File: config.mk
export PLATFORM = sky130hd
export DESIGN_NAME = time_amplitude_record_gate_unit_flat
export DESIGN_NICKNAME = d
export VERILOG_FILES = /design/src/rtl/core/targ_pkg.sv /design/src/rtl/core/targ_in_if.sv /design/src/rtl/core/targ_out_if.sv /design/src/rtl/core/time_amplitude_record_gate_unit.sv /design/src/rtl/core/targ_decide.sv /design/src/rtl/core/targ_series.sv /design/src/flat_wrapper.sv
export VERILOG_INCLUDE_DIRS = /design/src /design/src/rtl/core
export SDC_FILE = /design/constraint.sdc
export NUM_CORES = 2
export LEC_CHECK = 0
export BUFFER_PORTS_ARGS = -buffer_cell sky130_fd_sc_hd__buf_2
export CORE_MARGIN = 3
export CORE_UTILIZATION = 45
export CTS_CLUSTER_SIZE = 25
export DETAILED_ROUTE_END_ITERATION = 12
export MAX_ROUTING_LAYER = met4
export SYNTH_ARGS = -nofsm -noshare
export SYNTH_HDL_FRONTEND = slang
export SYNTH_SLANG_ARGS = --single-unit
File: constraint.sdc
create_clock -name clk -period 20.6 [get_ports clk]
set_input_delay 1.03 -clock clk [delete_from_list [all_inputs] [get_ports clk]]
set_output_delay 1.03 -clock clk [all_outputs]
set_load 0.05 [all_outputs]
File: src/rtl/core/time_amplitude_record_gate_unit_assert.svh
// assertion macros for the record gate
`ifndef TIME_AMPLITUDE_RECORD_GATE_UNIT_ASSERT_SVH
`define TIME_AMPLITUDE_RECORD_GATE_UNIT_ASSERT_SVH

// same-cycle implication, checked outside reset
`define TARG_ASSERT_NOW(label, ante, cons) \
    label: assert property (@(posedge clk) disable iff (!rst_n) (ante) |-> (cons)) \
        else $error("record gate check failed");

// next-cycle implication, checked outside reset
`define TARG_ASSERT_NEXT(label, ante, cons) \
    label: assert property (@(posedge clk) disable iff (!rst_n) (ante) |=> (cons)) \
        else $error("record gate check failed");

`endif

File: src/rtl/core/targ_pkg.sv
// shared constants, codes and types of the record gate
`timescale 1ns / 1ps

package targ_pkg;

    localparam int SAMPLE_BITS = 32;
    localparam int COUNT_BITS = 32;
    localparam int FRAC_BITS = 16;
    localparam int MODE_BITS = 4;
    localparam int REG_COUNT = 8;
    localparam int REG_INDEX_BITS = $clog2(REG_COUNT);
    localparam int IDX_BITS = ((COUNT_BITS > SAMPLE_BITS) ? COUNT_BITS : SAMPLE_BITS) + 2;
    localparam int PROD_BITS = IDX_BITS + SAMPLE_BITS;

    typedef logic signed [SAMPLE_BITS-1:0] sample_t;
    typedef logic [COUNT_BITS-1:0] count_t;
    typedef logic signed [IDX_BITS-1:0] wide_t;
    typedef logic [MODE_BITS-1:0] mode_t;
    typedef logic [REG_INDEX_BITS-1:0] reg_index_t;

    localparam sample_t SAMPLE_MAX = {1'b0, {(SAMPLE_BITS-1){1'b1}}};
    localparam sample_t SAMPLE_MIN = {1'b1, {(SAMPLE_BITS-1){1'b0}}};

    localparam mode_t MODE_TIME_OUT = mode_t'(0);
    localparam mode_t MODE_TIME_IN = mode_t'(1);
    localparam mode_t MODE_AMP_OUT = mode_t'(2);
    localparam mode_t MODE_AMP_IN = mode_t'(3);
    localparam mode_t MODE_BOTH_OUT = mode_t'(4);
    localparam mode_t MODE_BOTH_IN = mode_t'(5);
    localparam mode_t MODE_SORTED_DUP = mode_t'(7);
    localparam mode_t MODE_INDEX_WIN = mode_t'(8);

    localparam reg_index_t REG_MODE = reg_index_t'(0);
    localparam reg_index_t REG_SERIES_KIND = reg_index_t'(1);
    localparam reg_index_t REG_TIME_LOW = reg_index_t'(2);
    localparam reg_index_t REG_TIME_HIGH = reg_index_t'(3);
    localparam reg_index_t REG_AMP_LOW = reg_index_t'(4);
    localparam reg_index_t REG_AMP_HIGH = reg_index_t'(5);
    localparam reg_index_t REG_STEP_SLOPE = reg_index_t'(6);
    localparam reg_index_t REG_START_INTERCEPT = reg_index_t'(7);

    localparam sample_t STEP_SLOPE_RESET = sample_t'(65536);

    typedef struct packed {
        mode_t mode;
        logic series_kind;
        sample_t time_low;
        sample_t time_high;
        sample_t amp_low;
        sample_t amp_high;
        sample_t step_slope;
        sample_t start_intercept;
    } cfg_t;

    typedef struct packed {
        sample_t sample_time;
        sample_t sample_value;
        logic bad_in;
    } in_beat_t;

    typedef struct packed {
        count_t record_index;
        count_t written_count;
        sample_t previous_time;
        logic previous_valid;
    } gate_state_t;

    typedef struct packed {
        logic keep;
        logic bad;
        logic err;
        logic flag;
        logic start_load;
        logic prev_load;
        wide_t mul_k;
    } decide_t;

endpackage

File: src/rtl/core/targ_in_if.sv
// input record channel
`timescale 1ns / 1ps

interface targ_in_if;
    logic valid;
    logic ready;
    targ_pkg::sample_t sample_time;
    targ_pkg::sample_t sample_value;
    logic bad_in;

    modport source (output valid, output sample_time, output sample_value, output bad_in,
                    input ready);
    modport sink (input valid, input sample_time, input sample_value, input bad_in,
                  output ready);
endinterface

File: src/rtl/core/targ_out_if.sv
// result channel
`timescale 1ns / 1ps

interface targ_out_if;
    logic valid;
    logic ready;
    logic keep;
    logic bad_out;
    logic order_error;
    targ_pkg::sample_t series_start;
    targ_pkg::count_t written_total;
    targ_pkg::count_t deleted_total;
    targ_pkg::count_t flagged_total;

    modport source (output valid, output keep, output bad_out, output order_error,
                    output series_start, output written_total, output deleted_total,
                    output flagged_total, input ready);
    modport sink (input valid, input keep, input bad_out, input order_error,
                  input series_start, input written_total, input deleted_total,
                  input flagged_total, output ready);
endinterface

File: src/rtl/core/time_amplitude_record_gate_unit.sv
// top level of the time and amplitude record gate
//
// channel   | dir | handshake     | payload
// ----------+-----+---------------+------------------------------------------------
// samples   | in  | valid / ready | sample_time, sample_value, bad_in
// results   | out | valid / ready | keep, bad_out, order_error, series_start, totals
// wr_*      | in  | wr_en only    | wr_index, wr_data
//
// one record per cycle sustained while results.ready stays high
// records land in an input register, decision and counters settle when it advances
// the multiply-add for the series start sits in that same step
// a held result stalls the input register, which then stalls samples.ready
// reset clears counters, history and registers to their defaults at once
`timescale 1ns / 1ps

`include "time_amplitude_record_gate_unit_assert.svh"

module time_amplitude_record_gate_unit
(
    input  logic                       clk,
    input  logic                       rst_n,
    input  logic                       wr_en,
    input  targ_pkg::reg_index_t       wr_index,
    input  targ_pkg::sample_t          wr_data,
    targ_in_if.sink                    samples,
    targ_out_if.source                 results
);

    targ_pkg::cfg_t cfg_reg;
    targ_pkg::cfg_t cfg_next;
    logic in_valid_reg;
    logic in_valid_next;
    targ_pkg::in_beat_t in_beat_reg;
    targ_pkg::in_beat_t in_beat_next;
    logic out_valid_reg;
    logic out_valid_next;
    logic keep_reg;
    logic keep_next;
    logic bad_reg;
    logic bad_next;
    logic err_reg;
    logic err_next;
    targ_pkg::count_t index_reg;
    targ_pkg::count_t index_next;
    targ_pkg::count_t written_reg;
    targ_pkg::count_t written_next;
    targ_pkg::count_t deleted_reg;
    targ_pkg::count_t deleted_next;
    targ_pkg::count_t flagged_reg;
    targ_pkg::count_t flagged_next;
    targ_pkg::sample_t start_time_reg;
    targ_pkg::sample_t start_time_next;
    targ_pkg::sample_t prev_time_reg;
    targ_pkg::sample_t prev_time_next;
    logic prev_valid_reg;
    logic prev_valid_next;

    logic take_in;
    logic advance;
    targ_pkg::gate_state_t st;
    targ_pkg::decide_t dec;
    targ_pkg::sample_t series_time;

    assign advance = in_valid_reg && (!out_valid_reg || results.ready);
    assign samples.ready = !in_valid_reg || advance;
    assign take_in = samples.valid && samples.ready;

    assign st.record_index = index_reg;
    assign st.written_count = written_reg;
    assign st.previous_time = prev_time_reg;
    assign st.previous_valid = prev_valid_reg;

    targ_decide u_decide
    (
        .cfg  (cfg_reg),
        .beat (in_beat_reg),
        .st   (st),
        .dec  (dec)
    );

    targ_series u_series
    (
        .mul_k           (dec.mul_k),
        .step_slope      (cfg_reg.step_slope),
        .start_intercept (cfg_reg.start_intercept),
        .series_time     (series_time)
    );

    always_comb
    begin
        cfg_next = cfg_reg;
        if (wr_en)
        begin
            case (wr_index)
                targ_pkg::REG_MODE:            cfg_next.mode = wr_data[targ_pkg::MODE_BITS-1:0];
                targ_pkg::REG_SERIES_KIND:     cfg_next.series_kind = wr_data[0];
                targ_pkg::REG_TIME_LOW:        cfg_next.time_low = wr_data;
                targ_pkg::REG_TIME_HIGH:       cfg_next.time_high = wr_data;
                targ_pkg::REG_AMP_LOW:         cfg_next.amp_low = wr_data;
                targ_pkg::REG_AMP_HIGH:        cfg_next.amp_high = wr_data;
                targ_pkg::REG_STEP_SLOPE:      cfg_next.step_slope = wr_data;
                targ_pkg::REG_START_INTERCEPT: cfg_next.start_intercept = wr_data;
                default:                       cfg_next = cfg_reg;
            endcase
        end
    end

    always_comb
    begin
        in_valid_next = in_valid_reg;
        in_beat_next = in_beat_reg;
        out_valid_next = out_valid_reg;
        keep_next = keep_reg;
        bad_next = bad_reg;
        err_next = err_reg;
        index_next = index_reg;
        written_next = written_reg;
        deleted_next = deleted_reg;
        flagged_next = flagged_reg;
        start_time_next = start_time_reg;
        prev_time_next = prev_time_reg;
        prev_valid_next = prev_valid_reg;

        if (results.valid && results.ready)
        begin
            out_valid_next = 1'b0;
        end
        if (advance)
        begin
            in_valid_next = 1'b0;
            out_valid_next = 1'b1;
            keep_next = dec.keep;
            bad_next = dec.bad;
            err_next = dec.err;
            index_next = index_reg + targ_pkg::count_t'(1);
            if (dec.keep)
            begin
                written_next = (written_reg == '1) ? written_reg
                                                   : written_reg + targ_pkg::count_t'(1);
            end
            else
            begin
                deleted_next = (deleted_reg == '1) ? deleted_reg
                                                   : deleted_reg + targ_pkg::count_t'(1);
            end
            if (dec.flag)
            begin
                flagged_next = (flagged_reg == '1) ? flagged_reg
                                                   : flagged_reg + targ_pkg::count_t'(1);
            end
            if (dec.start_load)
            begin
                start_time_next = series_time;
            end
            if (dec.prev_load)
            begin
                prev_time_next = in_beat_reg.sample_time;
                prev_valid_next = 1'b1;
            end
        end
        if (take_in)
        begin
            in_valid_next = 1'b1;
            in_beat_next.sample_time = samples.sample_time;
            in_beat_next.sample_value = samples.sample_value;
            in_beat_next.bad_in = samples.bad_in;
        end
        // intercept write reloads the series start
        if (wr_en && (wr_index == targ_pkg::REG_START_INTERCEPT))
        begin
            start_time_next = wr_data;
        end
    end

    always_ff @(posedge clk or negedge rst_n)
    begin
        if (!rst_n)
        begin
            cfg_reg <= '{mode: targ_pkg::MODE_TIME_OUT, series_kind: 1'b0,
                         time_low: '0, time_high: '0, amp_low: '0, amp_high: '0,
                         step_slope: targ_pkg::STEP_SLOPE_RESET, start_intercept: '0};
            in_valid_reg <= 1'b0;
            in_beat_reg <= '0;
            out_valid_reg <= 1'b0;
            keep_reg <= 1'b0;
            bad_reg <= 1'b0;
            err_reg <= 1'b0;
            index_reg <= '0;
            written_reg <= '0;
            deleted_reg <= '0;
            flagged_reg <= '0;
            start_time_reg <= '0;
            prev_time_reg <= '0;
            prev_valid_reg <= 1'b0;
        end
        else
        begin
            cfg_reg <= cfg_next;
            in_valid_reg <= in_valid_next;
            in_beat_reg <= in_beat_next;
            out_valid_reg <= out_valid_next;
            keep_reg <= keep_next;
            bad_reg <= bad_next;
            err_reg <= err_next;
            index_reg <= index_next;
            written_reg <= written_next;
            deleted_reg <= deleted_next;
            flagged_reg <= flagged_next;
            start_time_reg <= start_time_next;
            prev_time_reg <= prev_time_next;
            prev_valid_reg <= prev_valid_next;
        end
    end

    assign results.valid = out_valid_reg;
    assign results.keep = keep_reg;
    assign results.bad_out = bad_reg;
    assign results.order_error = err_reg;
    assign results.series_start = start_time_reg;
    assign results.written_total = written_reg;
    assign results.deleted_total = deleted_reg;
    assign results.flagged_total = flagged_reg;

    `TARG_ASSERT_NEXT(a_advance_shows_beat, advance, results.valid)
    `TARG_ASSERT_NEXT(a_index_steps, advance, index_reg == $past(index_reg) + targ_pkg::count_t'(1))
    `TARG_ASSERT_NEXT(a_written_holds, !advance, $stable(written_reg) && $stable(deleted_reg))
    `TARG_ASSERT_NOW(a_error_drops, results.valid && results.order_error, !results.keep)

endmodule

File: src/rtl/core/targ_decide.sv
// per-record keep, drop, flag and order decision
`timescale 1ns / 1ps

module targ_decide
(
    input  targ_pkg::cfg_t        cfg,
    input  targ_pkg::in_beat_t    beat,
    input  targ_pkg::gate_state_t st,
    output targ_pkg::decide_t     dec
);

    targ_pkg::sample_t t;
    logic t_in;
    logic a_in;
    logic hit;
    logic look;
    targ_pkg::wide_t idx_w;
    targ_pkg::wide_t win_start;
    targ_pkg::wide_t win_end;
    logic in_win;

    assign t = beat.sample_time;
    assign t_in = (t >= cfg.time_low) && (t <= cfg.time_high);
    assign a_in = (beat.sample_value >= cfg.amp_low) && (beat.sample_value <= cfg.amp_high);

    assign idx_w = targ_pkg::wide_t'({1'b0, st.record_index});
    assign win_start = targ_pkg::wide_t'(cfg.time_low >>> targ_pkg::FRAC_BITS);
    assign win_end = win_start + targ_pkg::wide_t'(cfg.time_high >>> targ_pkg::FRAC_BITS);
    assign in_win = (idx_w >= win_start) && (idx_w < win_end);

    // sorted window: equal limits take all, reversed limits take both tails
    assign look = (cfg.time_low == cfg.time_high)
               || ((cfg.time_low < cfg.time_high) && t_in)
               || ((cfg.time_low > cfg.time_high)
                   && ((t <= cfg.time_high) || (t >= cfg.time_low)));

    always_comb
    begin
        case (cfg.mode)
            targ_pkg::MODE_TIME_OUT: hit = !t_in;
            targ_pkg::MODE_TIME_IN:  hit = t_in;
            targ_pkg::MODE_AMP_OUT:  hit = !a_in;
            targ_pkg::MODE_AMP_IN:   hit = a_in;
            targ_pkg::MODE_BOTH_OUT: hit = !t_in && !a_in;
            targ_pkg::MODE_BOTH_IN:  hit = t_in && a_in;
            default:                 hit = 1'b0;
        endcase
    end

    always_comb
    begin
        dec.keep = 1'b1;
        dec.bad = beat.bad_in;
        dec.err = 1'b0;
        dec.flag = 1'b0;
        dec.start_load = 1'b0;
        dec.prev_load = 1'b0;
        dec.mul_k = idx_w + targ_pkg::wide_t'(1);
        if (cfg.mode <= targ_pkg::MODE_BOTH_IN)
        begin
            if (cfg.series_kind && (cfg.mode != targ_pkg::MODE_TIME_OUT))
            begin
                if (hit)
                begin
                    dec.bad = 1'b1;
                    dec.flag = 1'b1;
                end
            end
            else
            begin
                dec.keep = !hit;
                // trimming a leading record moves the series start
                if (cfg.series_kind && hit && (t < cfg.time_low))
                begin
                    dec.start_load = 1'b1;
                end
            end
        end
        else if ((cfg.mode == targ_pkg::MODE_SORTED_DUP) && !cfg.series_kind)
        begin
            if (look)
            begin
                if (st.previous_valid && (st.previous_time == t))
                begin
                    dec.keep = 1'b0;
                end
                else if (st.previous_valid && (st.previous_time > t))
                begin
                    dec.keep = 1'b0;
                    dec.err = 1'b1;
                end
                else
                begin
                    dec.prev_load = 1'b1;
                end
            end
        end
        else if (cfg.mode == targ_pkg::MODE_INDEX_WIN)
        begin
            dec.keep = in_win;
            if (cfg.series_kind && in_win && (st.written_count == '0))
            begin
                dec.start_load = 1'b1;
                dec.mul_k = win_start;
            end
        end
    end

endmodule

File: src/rtl/core/targ_series.sv
// saturating series start time: k * step + intercept
`timescale 1ns / 1ps

module targ_series
(
    input  targ_pkg::wide_t   mul_k,
    input  targ_pkg::sample_t step_slope,
    input  targ_pkg::sample_t start_intercept,
    output targ_pkg::sample_t series_time
);

    logic signed [targ_pkg::PROD_BITS-1:0] prod;
    logic [targ_pkg::PROD_BITS-targ_pkg::SAMPLE_BITS:0] prod_top;
    targ_pkg::sample_t prod_sat;
    logic signed [targ_pkg::SAMPLE_BITS:0] sum;

    assign prod = mul_k * step_slope;
    assign prod_top = prod[targ_pkg::PROD_BITS-1:targ_pkg::SAMPLE_BITS-1];

    always_comb
    begin
        if ((&prod_top) || !(|prod_top))
        begin
            prod_sat = prod[targ_pkg::SAMPLE_BITS-1:0];
        end
        else if (prod[targ_pkg::PROD_BITS-1])
        begin
            prod_sat = targ_pkg::SAMPLE_MIN;
        end
        else
        begin
            prod_sat = targ_pkg::SAMPLE_MAX;
        end
    end

    assign sum = {prod_sat[targ_pkg::SAMPLE_BITS-1], prod_sat}
               + {start_intercept[targ_pkg::SAMPLE_BITS-1], start_intercept};

    always_comb
    begin
        if (sum[targ_pkg::SAMPLE_BITS] == sum[targ_pkg::SAMPLE_BITS-1])
        begin
            series_time = sum[targ_pkg::SAMPLE_BITS-1:0];
        end
        else if (sum[targ_pkg::SAMPLE_BITS])
        begin
            series_time = targ_pkg::SAMPLE_MIN;
        end
        else
        begin
            series_time = targ_pkg::SAMPLE_MAX;
        end
    end

endmodule

File: src/flat_wrapper.sv
// flat-port wrapper written by rule: the top's interface ports become plain ports
module time_amplitude_record_gate_unit_flat 
  (clk, rst_n, wr_en, wr_index, wr_data, samples_valid, samples_sample_time, samples_sample_value, samples_bad_in, samples_ready, results_valid, results_keep, results_bad_out, results_order_error, results_series_start, results_written_total, results_deleted_total, results_flagged_total, results_ready);
  targ_in_if samples_i ();
  targ_out_if results_i ();
  input  logic clk;
  input  logic rst_n;
  input  logic wr_en;
  input  targ_pkg::reg_index_t wr_index;
  input  targ_pkg::sample_t wr_data;
  input wire logic [$bits(samples_i.valid)-1:0] samples_valid;
  input wire logic [$bits(samples_i.sample_time)-1:0] samples_sample_time;
  input wire logic [$bits(samples_i.sample_value)-1:0] samples_sample_value;
  input wire logic [$bits(samples_i.bad_in)-1:0] samples_bad_in;
  output wire logic [$bits(samples_i.ready)-1:0] samples_ready;
  output wire logic [$bits(results_i.valid)-1:0] results_valid;
  output wire logic [$bits(results_i.keep)-1:0] results_keep;
  output wire logic [$bits(results_i.bad_out)-1:0] results_bad_out;
  output wire logic [$bits(results_i.order_error)-1:0] results_order_error;
  output wire logic [$bits(results_i.series_start)-1:0] results_series_start;
  output wire logic [$bits(results_i.written_total)-1:0] results_written_total;
  output wire logic [$bits(results_i.deleted_total)-1:0] results_deleted_total;
  output wire logic [$bits(results_i.flagged_total)-1:0] results_flagged_total;
  input wire logic [$bits(results_i.ready)-1:0] results_ready;
  assign samples_i.valid = samples_valid;
  assign samples_i.sample_time = samples_sample_time;
  assign samples_i.sample_value = samples_sample_value;
  assign samples_i.bad_in = samples_bad_in;
  assign samples_ready = samples_i.ready;
  assign results_valid = results_i.valid;
  assign results_keep = results_i.keep;
  assign results_bad_out = results_i.bad_out;
  assign results_order_error = results_i.order_error;
  assign results_series_start = results_i.series_start;
  assign results_written_total = results_i.written_total;
  assign results_deleted_total = results_i.deleted_total;
  assign results_flagged_total = results_i.flagged_total;
  assign results_i.ready = results_ready;
  time_amplitude_record_gate_unit u_core (.clk(clk), .rst_n(rst_n), .wr_en(wr_en), .wr_index(wr_index), .wr_data(wr_data), .samples(samples_i), .results(results_i));
endmodule
=== Word level (Yosys, flattened, before mapping) ===
Index checks and enable logic that the tools add are counted.

* Flip-flop bits (word level): 460
* Output and inout bits: 133
* Latch bits: 0
* Input port bits: 105
* Bits in read-only memories: 0
* Memories: 0
* Bits in writable memories: 0

* Multipliers: 1
* Divide/modulo/power cells: 0
* Bitwise gates (word level): 4
* Equal/unequal tests: 20
* Muxes and demuxes: 42
* Order comparisons: 11
* Reductions and logical operators: 55
* Shifts and indexed selects: 0
* Add/sub/neg operators: 7

{| class="wikitable"
|+ Operator list
! operator !! number
|-
| $mux W32 || 7
|-
| $add A32 B1 Y32 const B || 4
|-
| $mux W34 || 3
|-
| $eq A32 B32 Y1 const B || 3
|-
| $mul A34 B32 Y66 || 1
|-
| $eq A32 B32 Y1 || 2
|-
| $ge A32 B32 Y1 || 2
|-
| $gt A32 B32 Y1 || 2
|-
| $le A32 B32 Y1 || 2
|-
| $lt A32 B32 Y1 || 2
|-
| $mux W35 || 1
|-
| $reduce_and A35 Y1 || 1
|-
| $reduce_or A35 Y1 || 1
|-
| $add A32 B1 Y33 const B || 1
|-
| $add A32 B32 Y33 || 1
|-
| $ge A33 B16 Y1 || 1
|-
| $lt A33 B17 Y1 || 1
|-
| $logic_not A32 Y1 || 1
|-
| $mux W1 || 30
|-
| $reduce_and A2 Y1 || 10
|-
| $logic_and A1 B1 Y1 || 19
|-
| $add A16 B16 Y17 || 1
|-
| $eq A3 B3 Y1 const B || 4
|-
| $eq A4 B3 Y1 const B || 3
|-
| 16 further kinds || 37
|}

=== Depth between registers and ports, before layout ===
* Depth after elaboration: 20
* Depth in mapped cells: 71
* Depth with buffers taken out: 64

=== Modules after synthesis ===
A second synthesis with hierarchy kept.

* Cells, all modules: 6953
* Area, all modules: 67222.0 um2

{| class="wikitable"
|+ Modules (own cells, without submodules)
! module !! sequential area each (um2) !! instances !! area each (um2) !! cells each
|-
| targ_series || 0.0 || 1 || 40905.5 || 4528
|-
| time_amplitude_record_gate_unit || 11512.3 || 1 || 18561.6 || 1387
|-
| targ_decide || 0.0 || 1 || 7754.9 || 1038
|}

=== Least setup slack after synthesis ===
OpenSTA, ideal clock, no wires.

* Path type: register -> register
* From: register u_core.cfg_reg[145] (netlist bit)
* To: register u_core.start_time_reg[24], in the netlist u_core.results.series_start[24]
* Data required time: 20465 ps
* Path slack: 5010 ps
* Arrival: 15455 ps
* Stages on the path, launching flop included: 64
* Buffers on the path: 4
* Cells stage by stage: dfrtp_1 inv_1 ha_1 nand2b_1 a21oi_1 o21ai_0 a21oi_1 nor2_1 o21bai_1 a21oi_1 o311ai_0 nand2_1 xnor2_1 ha_1 and3_1 a2111oi_0 o21ai_0 a21oi_1 [28 not listed] nand2_8 buf_12 a21oi_2 ha_1 fa_1 a21oi_1 o2111ai_1 a21oi_1 a21oi_1 a31oi_1 o21ai_0 a21oi_1 nor2_1 a22oi_1 clkbuf_1 o21ai_0 mux2i_1 o21ai_0

* Word-level cells in the longest chain between the ends: 20
* Elaborated cells on any way between the ends: 39
* Those cells by class: 2 x add/sub; 1 x mul; 2 x order compare; 1 x eq/ne; 18 x mux; 15 x reduce/logical

{| class="wikitable"
|+ Ends and longest elaborated chain
! what !! RTL line !! RTL
|-
| from (decl) || time_amplitude_record_gate_unit.sv:29 || <nowiki>targ_pkg::cfg_t cfg_reg;</nowiki>
|-
| from (signal assigned) || time_amplitude_record_gate_unit.sv:179 || <nowiki>cfg_reg <= '{mode: targ_pkg::MODE_TIME_OUT, series_kind: 1'b0,</nowiki>
|-
| from (signal assigned) || time_amplitude_record_gate_unit.sv:198 || <nowiki>cfg_reg <= cfg_next;</nowiki>
|-
| $add A16 B16 Y17 || targ_decide.sv:28 || <nowiki>assign win_end = win_start + targ_pkg::wide_t'(cfg.time_high >>> targ_pkg::FRAC_BITS);</nowiki>
|-
| $lt A33 B17 Y1 || targ_decide.sv:29 || <nowiki>assign in_win = (idx_w >= win_start) && (idx_w < win_end);</nowiki>
|-
| $logic_and A1 B1 Y1 || targ_decide.sv:29 ||
|-
| $logic_and A1 B1 Y1 (2 in a row) || targ_decide.sv:101 || <nowiki>if (cfg.series_kind && in_win && (st.written_count == '0))</nowiki>
|-
| $mux W34 || targ_decide.sv:101 ||
|-
| $mux W34 || targ_decide.sv:98 || <nowiki>else if (cfg.mode == targ_pkg::MODE_INDEX_WIN)</nowiki>
|-
| $mux W34 || targ_decide.sv:79 || <nowiki>else if ((cfg.mode == targ_pkg::MODE_SORTED_DUP) && !cfg.series_kind)</nowiki>
|-
| $mux W35 || targ_decide.sv:59 || <nowiki>if (cfg.mode <= targ_pkg::MODE_BOTH_IN)</nowiki>
|-
| [3 not listed] || -- ||
|-
| $logic_or A1 B1 Y1 || targ_series.sv:22 || <nowiki>if ((&prod_top) || !(|prod_top))</nowiki>
|-
| $mux W32 || targ_series.sv:22 ||
|-
| $add A32 B32 Y33 || targ_series.sv:37 || <nowiki>+ {start_intercept[targ_pkg::SAMPLE_BITS-1], start_intercept};</nowiki>
|-
| $mux W32 / $eq A1 B1 Y1 (equally long branches) || targ_series.sv:45, targ_series.sv:41 ||
|-
| $mux W32 || targ_series.sv:41 || <nowiki>if (sum[targ_pkg::SAMPLE_BITS] == sum[targ_pkg::SAMPLE_BITS-1])</nowiki>
|-
| $mux W32 || time_amplitude_record_gate_unit.sv:151 || <nowiki>if (dec.start_load)</nowiki>
|-
| $mux W32 || time_amplitude_record_gate_unit.sv:128 || <nowiki>if (advance)</nowiki>
|-
| $mux W32 || time_amplitude_record_gate_unit.sv:169 || <nowiki>if (wr_en && (wr_index == targ_pkg::REG_START_INTERCEPT))</nowiki>
|-
| to (signal assigned) || time_amplitude_record_gate_unit.sv:209 || <nowiki>start_time_reg <= start_time_next;</nowiki>
|-
| to (decl) || time_amplitude_record_gate_unit.sv:51 || <nowiki>targ_pkg::sample_t start_time_reg;</nowiki>
|}

Several ways; a longest one is shown, not always the timed one. The select of a mux whose other input is x is not followed.
A chain may end at the register's enable or synchronous reset.

=== Worst setup path after layout ===
* From: register u_core.cfg_reg[145] (netlist bit)
* To: register u_core.start_time_reg[16], in the netlist u_core.results.series_start[16]

The elaborated chain is that of the path after synthesis.

==> results.yml <==
status:
  status: "finished, final reports clean"
die:
  start_util_pct: 45.6
  num_rows: 140
  die_w_um: 391
  fp.dieH_um: 391
  dieArea_mm2: 0.153
  core-area_mm2: 0.146
  ios: 238
power:
  powerDensity_mw_per_mm2: 135
  p_clk_share_pct: 9.7
  p_switching_w: 0.00532
  pwr-share-seq_pct: 12.9
  intPower_w: 0.00431
  netSwitchingFraction_pct: 55.3
  power_frac_comb_pct: 77.5
  p_leak_nw: 35.3
  ir_worst_vdd_v: 0.000222
routing:
  route.detailed.wl_per_inst_um: 22.1
  via_count: 49400
  wirelength_um: 200000
  viasPerCell: 5.46
  drt_iter0_markers: 3376
  antenna_left: 0
  drc: 0
  first_pass_iters: 5
cts:
  clkLatencyLatePin_ps: 640
  cts_resized: 0
  clk_path_buf_depth: 3
  cts.sinks: 460
  cts_made_buffers: 49
  clk_pin_slew_ps: 60
  root_buffer: "clkbuf_16"
  htreeDepth: 2
  cts_tree: "built"
  cts_hold_buf: 0
  cts_setup_buffers: 0
sta:
  maxSlewViolCount: 0
  worstMarginPinSlew_ps: 1110
  setup_viol: 0
  slew_headroom_pct: 26.0
  rsz0062_at_grt: "no"
  fin_crit_ps: 19150
  hold_violations: 0
  setup_ws_ps: 1450
  fin_setup_tns_ps: 0
  clock_skew_ps: 37.4
  max_freq_mhz: 52.2
  fin_crit_sh_pct: 93.0
finish:
  regArea_mm2: 0.0115
  final_cells: 9047
  fin_util_pct: 48.8
  drive_gt1_share_pct: 9.70
  areaGrowthSynthToFinish_pct: 7.02
  n_fill_cell: 13800
  largest_reg_flops: 197
  multi_input_area_mm2: 0.0493
  fin_nets: 8804
critical_path:
  end_kind: "register"
  slowest_delay_ps: 790
  timing.critical_path.mode_cell: "fa_1"
  crit_path_start_kind: "register"
  critPathArrivalTime_ps: 19630
  required_ps: 21070
  cp_max_fo: 29
  worst-setup-path-type: "reg2reg"
  critPathSlowestCell: "o21ai_2"
place:
  place_ws_ps: 1760
  dp_cells: 8940
  io_buffers: 237
  hpwl_um: 158000
  globalplace.congestion: 0.955
synthesis:
  async_flop_share_pct: 100
  yosysTopAreaCellShare_pct: 34.3
  synth_top_cells_by_count: "inv_1 (1,225), fa_1 (1,144), nand2_1 (935)"
  synth.yosys.seq_area_share_pct: 17.2
  synthDistinctLibCells: 108
  synth-edff-count: 0
  avgSynthCellArea_um2: 9.50
  syn_nets: 8761
  ys_top_cells_by_area: "fa_1 (34%), dfrtp_1 (17%), ha_1 (9.0%)"
  synth_cells: 7031
  yosysTopAreaCell: "fa_1"
  netlist_area_mm2: 0.0668
  yosys_warnings: 0
  yosysMostFrequentCell: "inv_1"
  ys_ff_latch: 460
  dominantRegCellSynth: "dfrtp_1"
flow_run:
  maxCapViolCount: 0
min_path:
  hp-class: "in2async"
global_route:
  grt.total_usage_pct: 27.6
  antenna_found_initial: 25
  grt_max_degree: 162
  grt-ovfl-total: 0
  grt_pass1_vias: 52400
  grt_pass1_wl_um: 316000
## metal layers
layer | GRT usage [%] | routed length [µm] | vias to the layer above
li1 | - | - | 22200
met1 | 39.2 | 91300 | 25500
met2 | 42.5 | 91000 | 1526
met3 | 3.91 | 13100 | 231
met4 | 5.34 | 4190 | 0
met5 | - | 0 | -
## cell families (layout without fill, tap and decap cells)
kind of cell,after synthesis,count (layout),synth area share [%]
xor gates and xnor gates,261,261,3.42
AOI/OAI and AO/OA,792,792,7.53
and+or+nand+nor,2125,2125,15.9
other,0,20,0
adders and majority gates,1626,1626,43.3
buffers and inverters,1561,1640,9.16
DFF,460,460,17.2
muxes,206,206,3.41
## through the flow
stage	instance area [µm²]	hold WS [ps]	total power (W)
finish	71500	402	0.00963
global placement	69700	463	0.00860
detailed placement	69700	470	0.00863
floorplan	66800	450	0.00685
global route	71400	489	0.0105
CTS	71400	462	0.00968
## cell usage in the layout, fill, tap and decap left out, drive strengths merged, types with 108 or more instances in the layout
master | Yosys | layout
o21ai | 262 | 262
nor2 | 151 | 151
ha | 481 | 481
dfrtp | 459 | 459
inv | 1225 | 1228
nand2 | 936 | 936
nand3 | 108 | 108
fa | 1144 | 1144
mux2 | 170 | 170
buf | 47 | 327
xnor2 | 181 | 181
and2 | 537 | 537
a21oi | 232 | 232
## path summary, 6_finish.rpt
path	end	from	cells after the start	slack [ps]
worst min register to register	u_core.results.flagged_total[6]	u_core.results.flagged_total[6]	1	490
max in group asynchronous	u_core.in_beat_reg[56]	rst_n	3	17810
worst max register to register	u_core.results.series_start[16]	u_core.cfg_reg[145]	62	1450
worst min-delay path	u_core.results.flagged_total[2]	rst_n	1	400
worst max-delay path	u_core.results.series_start[16]	u_core.cfg_reg[145]	62	1450
min in group clk	u_core.results.flagged_total[6]	u_core.results.flagged_total[6]	1	490
## layout make-up
type	count	area share [%]
Sequential cell	460	16.1
Inverter	1226	6.44
Antenna cell	20	0.0700
Multi-Input combinational cell	5010	69.1
Clock inverter	20	0.366
Timing Repair Buffer	327	2.64
Clock buffer	67	1.95
Tap cell	1917	3.36
## power by group through the flow
stage	logic (W)	registers (W)	clock network (W)
2_1_floorplan	0.00553	0.00132	0
3_3_place_gp	0.00735	0.00125	0
3_5_place_dp	0.00738	0.00125	0
4_1_cts	0.00749	0.00124	0.000949
5_1_grt	0.00825	0.00126	0.000986
6_report	0.00746	0.00124	0.000930
## critical path: cells and delay by family (launching register included)
family                     cells  cell delay, ps
and+or+nand+nor               15            4190
buffers and inverters          7            1720
adders and majority gates     13            5680
muxes                          1             170
xor gates and xnor gates       2             430
DFF                            1             390
AOI/OAI and AO/OA             24            6350
Power figures use the tool's default switching activity.
